===== config.mk =====
export PLATFORM = sky130hd
export DESIGN_NAME = smask_eval
export DESIGN_NICKNAME = d
export VERILOG_FILES = /design/src/hdl/smask_pkg.sv /design/src/hdl/smask_eval.sv
export SDC_FILE = /design/constraint.sdc
export NUM_CORES = 1
export LEC_CHECK = 0
export ABC_AREA = 1
export BUFFER_PORTS_ARGS = -buffer_cell sky130_fd_sc_hd__buf_2
export CAP_MARGIN = 25
export CELL_PAD_IN_SITES_DETAIL_PLACEMENT = 0
export CELL_PAD_IN_SITES_GLOBAL_PLACEMENT = 1
export CORE_UTILIZATION = 38
export CTS_CLUSTER_SIZE = 30
export DETAILED_ROUTE_END_ITERATION = 10
export PLACE_DENSITY = 0.83
export SETUP_SLACK_MARGIN = 0.2
export SKIP_CTS_REPAIR_TIMING = 1
export SYNTH_ARGS = -nofsm -noshare
export SYNTH_HDL_FRONTEND = slang
export SYNTH_SLANG_ARGS = --single-unit

===== constraint.sdc =====
create_clock -name clk -period 6.4 [get_ports clk]
set_clock_uncertainty 0.1 [all_clocks]
set_input_delay 1.28 -clock clk [delete_from_list [all_inputs] [get_ports clk]]
set_output_delay 1.28 -clock clk [all_outputs]
set_load 0.02 [all_outputs]

===== src/hdl/smask_pkg.sv =====
package smask_pkg;

  // Screen geometry and slat count
  localparam int SCREEN_WIDTH  = 256;
  localparam int SCREEN_HEIGHT = 256;
  localparam int BLIND_SLATS   = 8;

  // Field widths
  localparam int XW      = 8;
  localparam int YW      = 8;
  localparam int CW      = 13;
  localparam int LW      = 8;
  localparam int IRIS_RW = 9;
  localparam int MODE_W  = 3;
  localparam int FRAC_W  = 12;
  localparam int FULL_COVER = 4096;

  // Config port
  localparam int CFG_AW = 4;
  localparam int CFG_DW = 32;

  // Luma table
  localparam int LUMA_AW    = XW + YW;
  localparam int LUMA_DEPTH = 1 << LUMA_AW;

  // Iris
  localparam int HOLE_PW = IRIS_RW + CW;
  localparam int HSQ_W   = 2 * IRIS_RW;
  localparam int D2_W    = 2 * XW + 1;

  // Wipe
  localparam int WIPE_EW = $clog2(SCREEN_WIDTH + 1);
  localparam int WIPE_PW = FRAC_W + WIPE_EW;
  localparam int WIPE_CW = (WIPE_EW > XW) ? WIPE_EW : XW;

  // Curtain
  localparam int HALF_H  = SCREEN_HEIGHT / 2;
  localparam int CUR_EW  = $clog2(HALF_H + 1);
  localparam int CUR_PW  = FRAC_W + CUR_EW;
  localparam int SCR_HW  = $clog2(SCREEN_HEIGHT + 1);
  localparam int SCR_CW  = (SCR_HW > YW) ? SCR_HW : YW;

  // Blinds: quotient by reciprocal, exact for 8-bit rows
  localparam int BAND       = SCREEN_HEIGHT / BLIND_SLATS;
  localparam int BAND_SAFE  = (BAND == 0) ? 1 : BAND;
  localparam int BAND_EW    = $clog2(BAND_SAFE + 1);
  localparam int BAND_PW    = FRAC_W + BAND_EW;
  localparam int BLIND_SPAN = BLIND_SLATS * BAND;
  localparam int RECIP_SH   = 16;
  localparam int BAND_RECIP = ((1 << RECIP_SH) + BAND_SAFE - 1) / BAND_SAFE;
  localparam int BQ_PW      = YW + RECIP_SH + 1;
  localparam int BREM_W     = YW + BAND_EW;

  // Dissolve
  localparam int DIS_RND = 128;
  localparam int DIS_SH  = 8;

  // Luma threshold
  localparam int LUMA_MUL = 255;
  localparam int LT_PW    = LW + CW;

  // Triangle teeth
  localparam int TOOTH_PERIOD = 40;
  localparam int TOOTH_RECIP  = ((1 << RECIP_SH) + TOOTH_PERIOD - 1) / TOOTH_PERIOD;
  localparam int TQ_PW        = YW + RECIP_SH;
  localparam int TOOTH_Q_W    = $clog2(255 / TOOTH_PERIOD + 1);
  localparam int TM_W         = $clog2(TOOTH_PERIOD);
  localparam int TRI_A_MUL    = 440;
  localparam int TRI_DENOM    = 1638400;
  localparam int TRI_NW       = 21;
  localparam int TRI_PW       = (TRI_NW + WIPE_EW > 30) ? TRI_NW + WIPE_EW : 30;

  localparam logic [3:0] BAYER [16] = '{4'd0, 4'd8, 4'd2, 4'd10, 4'd12, 4'd4, 4'd14, 4'd6,
                                        4'd3, 4'd11, 4'd1, 4'd9, 4'd15, 4'd7, 4'd13, 4'd5};

  typedef enum logic [MODE_W-1:0] {
    MODE_IRIS,
    MODE_WIPE,
    MODE_CURTAIN,
    MODE_BLINDS,
    MODE_DISSOLVE,
    MODE_LUMA,
    MODE_TEETH
  } smask_mode_t;

  typedef enum logic [1:0] {
    REG_MODE,
    REG_FOCUS_X,
    REG_FOCUS_Y,
    REG_IRIS_R
  } smask_reg_t;

  localparam logic [XW-1:0]      FOCUS_X_RST = 8'd128;
  localparam logic [YW-1:0]      FOCUS_Y_RST = 8'd152;
  localparam logic [IRIS_RW-1:0] IRIS_R_RST  = 9'd200;

  typedef struct packed {
    logic [MODE_W-1:0]  mode;
    logic [XW-1:0]      focus_x;
    logic [YW-1:0]      focus_y;
    logic [IRIS_RW-1:0] iris_r;
  } smask_cfg_t;

  // Stage 1 result
  typedef struct packed {
    logic                 cov_zero;
    logic [XW-1:0]        x;
    logic [YW-1:0]        y;
    logic [HOLE_PW-1:0]   hole_prod;
    logic [XW-1:0]        adx;
    logic [YW-1:0]        ady;
    logic                 wipe_hit;
    logic                 curt_hit;
    logic                 dis_hit;
    logic                 blind_span;
    logic [BAND_EW-1:0]   blind_h;
    logic [YW-1:0]        blind_q;
    logic [LW-1:0]        luma_thr;
    logic [TOOTH_Q_W-1:0] tooth_q;
    logic [TRI_NW-1:0]    tri_a;
  } smask_s1_t;

  // Stage 2 result
  typedef struct packed {
    logic              cov_zero;
    logic [XW-1:0]     x;
    logic [HSQ_W-1:0]  hole_sq;
    logic [D2_W-1:0]   d2;
    logic              simple_hit;
    logic [TRI_NW-1:0] tri_n;
  } smask_s2_t;

endpackage


===== src/hdl/smask_eval.sv =====
module smask_eval (
  input  logic                      clk,
  input  logic                      rst_n,
  input  smask_pkg::smask_cfg_t     cfg_i,
  input  logic                      s1_valid_i,
  input  smask_pkg::smask_s1_t      s1_i,
  input  logic [smask_pkg::LW-1:0]  luma_rd_i,
  output logic                      s1_ready_o,
  output logic                      s2_valid_o,
  output smask_pkg::smask_s2_t      s2_o,
  input  logic                      s2_ready_i
);

  logic                               adv;
  logic                               s2_valid_r;
  smask_pkg::smask_s2_t               s2_r;
  smask_pkg::smask_s2_t               s2_nxt;

  logic [smask_pkg::IRIS_RW-1:0]      hole;
  logic [smask_pkg::BREM_W-1:0]       blind_base;
  logic [smask_pkg::BREM_W-1:0]       blind_rem;
  logic                               blind_hit;
  logic                               luma_hit;
  logic [smask_pkg::YW-1:0]           tooth_base;
  logic [smask_pkg::YW-1:0]           tooth_full;
  logic [smask_pkg::TM_W-1:0]         tooth_m;
  logic [smask_pkg::TM_W:0]           two_m;
  logic [smask_pkg::TM_W:0]           tooth_abs;
  logic [smask_pkg::TM_W:0]           tooth_s;
  logic [smask_pkg::TRI_NW-1:0]       tri_sub;
  logic [smask_pkg::TRI_NW-1:0]       tri_diff;

  assign adv        = !s2_valid_r || s2_ready_i;
  assign s1_ready_o = adv;

  assign hole = s1_i.hole_prod[smask_pkg::FRAC_W +: smask_pkg::IRIS_RW];

  // Blinds: row within its band from the stage 1 quotient
  assign blind_base = smask_pkg::BREM_W'(s1_i.blind_q) *
                      smask_pkg::BREM_W'(smask_pkg::BAND_SAFE);
  assign blind_rem  = smask_pkg::BREM_W'(s1_i.y) - blind_base;
  assign blind_hit  = (smask_pkg::BAND != 0) && s1_i.blind_span &&
                      (blind_rem < smask_pkg::BREM_W'(s1_i.blind_h));

  assign luma_hit = luma_rd_i < s1_i.luma_thr;

  // Tooth height s = 40 - |2m - 40|, m = y mod 40
  assign tooth_base = smask_pkg::YW'(s1_i.tooth_q) * smask_pkg::YW'(smask_pkg::TOOTH_PERIOD);
  assign tooth_full = s1_i.y - tooth_base;
  assign tooth_m    = tooth_full[smask_pkg::TM_W-1:0];
  assign two_m      = {tooth_m, 1'b0};
  assign tooth_abs  = (two_m >= (smask_pkg::TM_W + 1)'(smask_pkg::TOOTH_PERIOD)) ?
                      two_m - (smask_pkg::TM_W + 1)'(smask_pkg::TOOTH_PERIOD) :
                      (smask_pkg::TM_W + 1)'(smask_pkg::TOOTH_PERIOD) - two_m;
  assign tooth_s    = (smask_pkg::TM_W + 1)'(smask_pkg::TOOTH_PERIOD) - tooth_abs;
  assign tri_sub    = smask_pkg::TRI_NW'(tooth_s) << smask_pkg::FRAC_W;
  assign tri_diff   = s1_i.tri_a - tri_sub;

  always_comb begin
    s2_nxt.cov_zero = s1_i.cov_zero;
    s2_nxt.x        = s1_i.x;
    s2_nxt.hole_sq  = smask_pkg::HSQ_W'(hole) * smask_pkg::HSQ_W'(hole);
    s2_nxt.d2       = smask_pkg::D2_W'(s1_i.adx) * smask_pkg::D2_W'(s1_i.adx) +
                      smask_pkg::D2_W'(s1_i.ady) * smask_pkg::D2_W'(s1_i.ady);

    if (s1_i.tri_a <= tri_sub) begin
      s2_nxt.tri_n = '0;
    end else if (tri_diff > smask_pkg::TRI_NW'(smask_pkg::TRI_DENOM)) begin
      s2_nxt.tri_n = smask_pkg::TRI_NW'(smask_pkg::TRI_DENOM);
    end else begin
      s2_nxt.tri_n = tri_diff;
    end

    unique case (smask_pkg::smask_mode_t'(cfg_i.mode))
      smask_pkg::MODE_WIPE:     s2_nxt.simple_hit = s1_i.wipe_hit;
      smask_pkg::MODE_CURTAIN:  s2_nxt.simple_hit = s1_i.curt_hit;
      smask_pkg::MODE_BLINDS:   s2_nxt.simple_hit = blind_hit;
      smask_pkg::MODE_DISSOLVE: s2_nxt.simple_hit = s1_i.dis_hit;
      smask_pkg::MODE_LUMA:     s2_nxt.simple_hit = luma_hit;
      default:                  s2_nxt.simple_hit = 1'b0;
    endcase
  end

  always_ff @(posedge clk) begin
    if (!rst_n) begin
      s2_valid_r <= 1'b0;
    end else if (adv) begin
      s2_valid_r <= s1_valid_i;
    end
  end

  always_ff @(posedge clk) begin
    if (adv) begin
      s2_r <= s2_nxt;
    end
  end

  assign s2_valid_o = s2_valid_r;
  assign s2_o       = s2_r;

`ifndef SYNTH
  a_s2_hold: assert property (@(posedge clk) disable iff (!rst_n)
    s2_valid_r && !s2_ready_i |=> s2_valid_r && $stable(s2_r))
    else $error("stage 2 lost or changed a stalled item");
`endif

endmodule


# Word level (Yosys, flattened, before mapping)
# Cells that the tools add are included.
# word_totals
in_bits,145
elab_cells,36
output_inout_bits,68
ff_bits,67
# op_classes
eq_ne,5
n_reduce_logical,4
muxes,3
magnitude_cmp,5
n_addsub,7
n_mul,4
# op_table
operator,count
$mul A8 B8 Y16,2
$gt A21 B21 Y1 const B,1
$le A21 B19 Y1,1
$mux W21,1
$sub A21 B19 Y21,1
$mul A9 B9 Y18,1
$add A16 B16 Y17,1
$lt A14 B6 Y1,1
$sub A6 B7 Y7 const A,2
$sub A8 B13 Y14,1
$lt A8 B8 Y1,1
$ge A7 B6 Y1 const B,1
$mux W7,1
$sub A7 B6 Y7 const B,1
$eq A3 B2 Y1 const B,2
$eq A3 B3 Y1 const B,2
$sub A6 B6 Y6,1
$pmux W1 S5,1
$eq A3 B1 Y1 const B,1
$mul A3 B3 Y3 const B,1
$reduce_or A2 Y1,1
$logic_and A1 B1 Y1,1
$logic_not A1 Y1,1
$logic_or A1 B1 Y1,1

# Longest topological paths before layout
# logic_depth
word_depth,8
depth_mapped,28
ltp_nobuf,27

# Worst setup path before layout
# No wires, ideal clock.
# synth_path
path_kind,input-to-reg
from,input port s1_i[52] (netlist bit)
to,"register s2_r (netlist bit s2_o[36]), data pin"
slack_ns,0.193
required_time_ns,6.038
arrival_ns,5.845
path_stages,18
setup_time_ns,0.262
n_path_buf,1
path_cell_list,clkbuf_1 > nand2_1 > fa_1 > inv_1 > fa_1 > fa_1 > fa_1 > fa_1 > inv_1 > fa_1 > inv_1 > ha_1 > nand2_1 > nor2_1 > nand3_1 > nand4_1 > a21oi_1 > xor2_1
# synth_lines
item,line,rtl
from (decl),smask_eval.sv:6,"input smask_pkg::smask_s1_t s1_i,"
to (signal assigned),smask_eval.sv:94,s2_r <= s2_nxt;
to (decl),smask_eval.sv:16,smask_pkg::smask_s2_t s2_r;

==> impl_metrics.env <==
export IMPL_slew_viol_final=0
export IMPL_area_growth_pct=18.5
export IMPL_synth_seq_area_share_pct=21.5
export IMPL_fp_dieArea_um2=24700
export IMPL_crit_type="primary input to flop"
export IMPL_critical_path_required_ps=6380
export IMPL_place_hpwl_um=16800
export IMPL_synth_top_area_share_pct=24.9
export IMPL_remaining_drc_errors=0
export IMPL_synth_cells=1056
export IMPL_grt_pass1_vias=6833
export IMPL_overflow=0
export IMPL_die_h_um=157
export IMPL_place_congestion=0.823
export IMPL_start_util_pct=38.9
export IMPL_syn_area_per_cell_um2=8.67
export IMPL_via_count=6977
export IMPL_place_worst_setup_slack_ps=70.4
export IMPL_async_flop_share_pct=0
export IMPL_drive_gt1_share_pct=19.5
export IMPL_synth_edf_count=65
export IMPL_num_rows=56
export IMPL_ys_types=41
export IMPL_h_tree_depth=3
export IMPL_start_kind="primary input"
export IMPL_cts_buffer_depth=2
export IMPL_io_pins=213
export IMPL_hold_path_class="flop to flop"
export IMPL_total_power_w=0.00469
export IMPL_r2r_start="s2_valid_o"
export IMPL_hold_viol=0
export IMPL_ys_flop_type="edfxtp_1"
export IMPL_fin_area_um2=10800
export IMPL_clkLatencyLatePin_ps=330
export IMPL_first_pass_iters=5
export IMPL_final_seq_area_um2=1970
export IMPL_syn_nets=1433
export IMPL_multi_input_area_um2=5980
export IMPL_worst_ep_arrival_time_ps=5950
export IMPL_cts_root_buf="clkbuf_16"
export IMPL_grt_max_degree=41
export IMPL_grt_antenna_before_repair=1
export IMPL_numCtsBuffers=9
export IMPL_drt_wl_total_um=19200
export IMPL_nFillCells=2380
export IMPL_grt_pass1_wl_um=31500
export IMPL_ir_drop_mv=0.422
export IMPL_endpoint_kind="flop"
export IMPL_p_leak_nw=6.27
export IMPL_grt_use_total_pct=16.4
export IMPL_max_freq_ghz=0.167
export IMPL_die_x_um=157
export IMPL_layout_setup_ws_ps=426
export IMPL_powerDensity_nw_per_um2=432
export IMPL_placedInstanceArea_um2=10500
export IMPL_slew_headroom_pct=66.3
export IMPL_numClockSinks=66
export IMPL_ys_ff_latch=66
export IMPL_cts_tree="yes"
export IMPL_setup_viol=0
export IMPL_numPortBuffers=173
export IMPL_finalCritPeriodShare_pct=93.3
export IMPL_via_per_inst=4.46
export IMPL_tightest_slew_ps=506
export IMPL_rsz0062_at_grt="no"
export IMPL_maxCapViolCount=0
export IMPL_drt_iter0_drc=232
export IMPL_synthTopCellsByArea="fa_1 (25%), edfxtp_1 (21%), ha_1 (16%)"
export IMPL_yosysWarnings=0
export IMPL_nets=1616
export IMPL_core_area_um2=23500
export IMPL_hp_start="s2_valid_o"
export IMPL_synthesis_area_um2=9150
export IMPL_finalSetupTns_ps=0
export IMPL_crit_start="s1_i[63]"
export IMPL_crit_fanout=5
export IMPL_yosysMostFrequentCell="inv_1"
export IMPL_post_route_util_pct=46.1
export IMPL_drtAntennaViolNets=0
export IMPL_status="completed"
export IMPL_synth_commonest_cells="inv_1 (302), nand2_1 (193), ha_1 (118), fa_1 (114), edfxtp_1 (65)"
export IMPL_clkSlewWorstSetupHoldPaths_ps=60
export IMPL_finalCriticalPeriod_ps=5970
export IMPL_wl_per_cell_um=12.3
export IMPL_synth_top_area_cell="fa_1"
[per-stage QoR]
stage / instances / hold WS, ps
floorplan: 1056 / 1280
global placement: 1547 / 766
detailed placement: 1547 / 777
CTS: 1563 / 784
global route: 1563 / 844
finish: 1564 / 757
[path summary, 6_finish.rpt]
path	cells after the start	endpoint	slack (ps)
hold / removal	2	s2_valid_o	760
setup reg to reg	2	s2_o[54]	4730
setup / recovery	18	s2_o[38]	430
hold reg to reg	2	s2_valid_o	760
[registers in the layout, indices dropped and copies added (netlist names)]
name and flops:
s2_o 65, s2_valid_o 1
[cell type report]
| cell class | instances | share of cell area (%) |
|---|---|---|
| antenna | 1 | 0.0231 |
| clock buffer | 10 | 2.11 |
| clock inverter | 6 | 0.831 |
| inverter | 305 | 10.6 |
| multi-input combinational | 662 | 55.1 |
| sequential | 66 | 18.2 |
| tap | 319 | 3.68 |
| timing repair buffer | 195 | 9.51 |
[critical path, stage by stage]
cell and delay, ps:
buf_2 160, nand2_1 130, fa_1 500, fa_1 520, fa_1 520, inv_1 50, fa_1 480, fa_1 550
inv_1 50, fa_1 530, inv_1 40, ha_1 350, nand3_1 110, nand2_1 80, nand2_1 70, nand4_1 240
a21oi_2 230, xor2_1 70
[cell usage in the layout (no fill, tap or decap), types with 22 or more instances in the layout]
master / synthesis / routed
ha_1: 118 / 116
edfxtp_1: 65 / 65
nor2_1: 42 / 41
fa_1: 114 / 113
a21oi_1: 36 / 34
nand3_1: 33 / 33
buf_4: 1 / 22
buf_2: 0 / 173
inv_1: 302 / 302
xor2_1: 30 / 30
nand2_1: 193 / 192
[routing by layer]
layer,part of all wire (%),up-vias,GRT usage [%],wire (um)
met5,0.068,-,0,13
met4,0.86,2,3.10,165
met3,4.7,15,3.11,909
met2,50,149,29.8,9640
met1,44,3262,20.2,8440
li1,-,3549,-,-
[power breakdown]
group | internal, W | switching (W)
combinational | 0.00138 | 0.00193
sequential | 0.000796 | 0.0000408
clock | 0.000343 | 0.000202
total | 0.00252 | 0.00217
[kinds of logic after synthesis]
group           synth area share (%)
buf+inv                         13.7
simple gates                    14.5
other cells                   0.0410
compound gates                  4.39
flops                           21.5
mux                            0.123
fa+ha+maj                       41.1
xor+xnor                        4.69
Power figures use the tool's default switching activity.
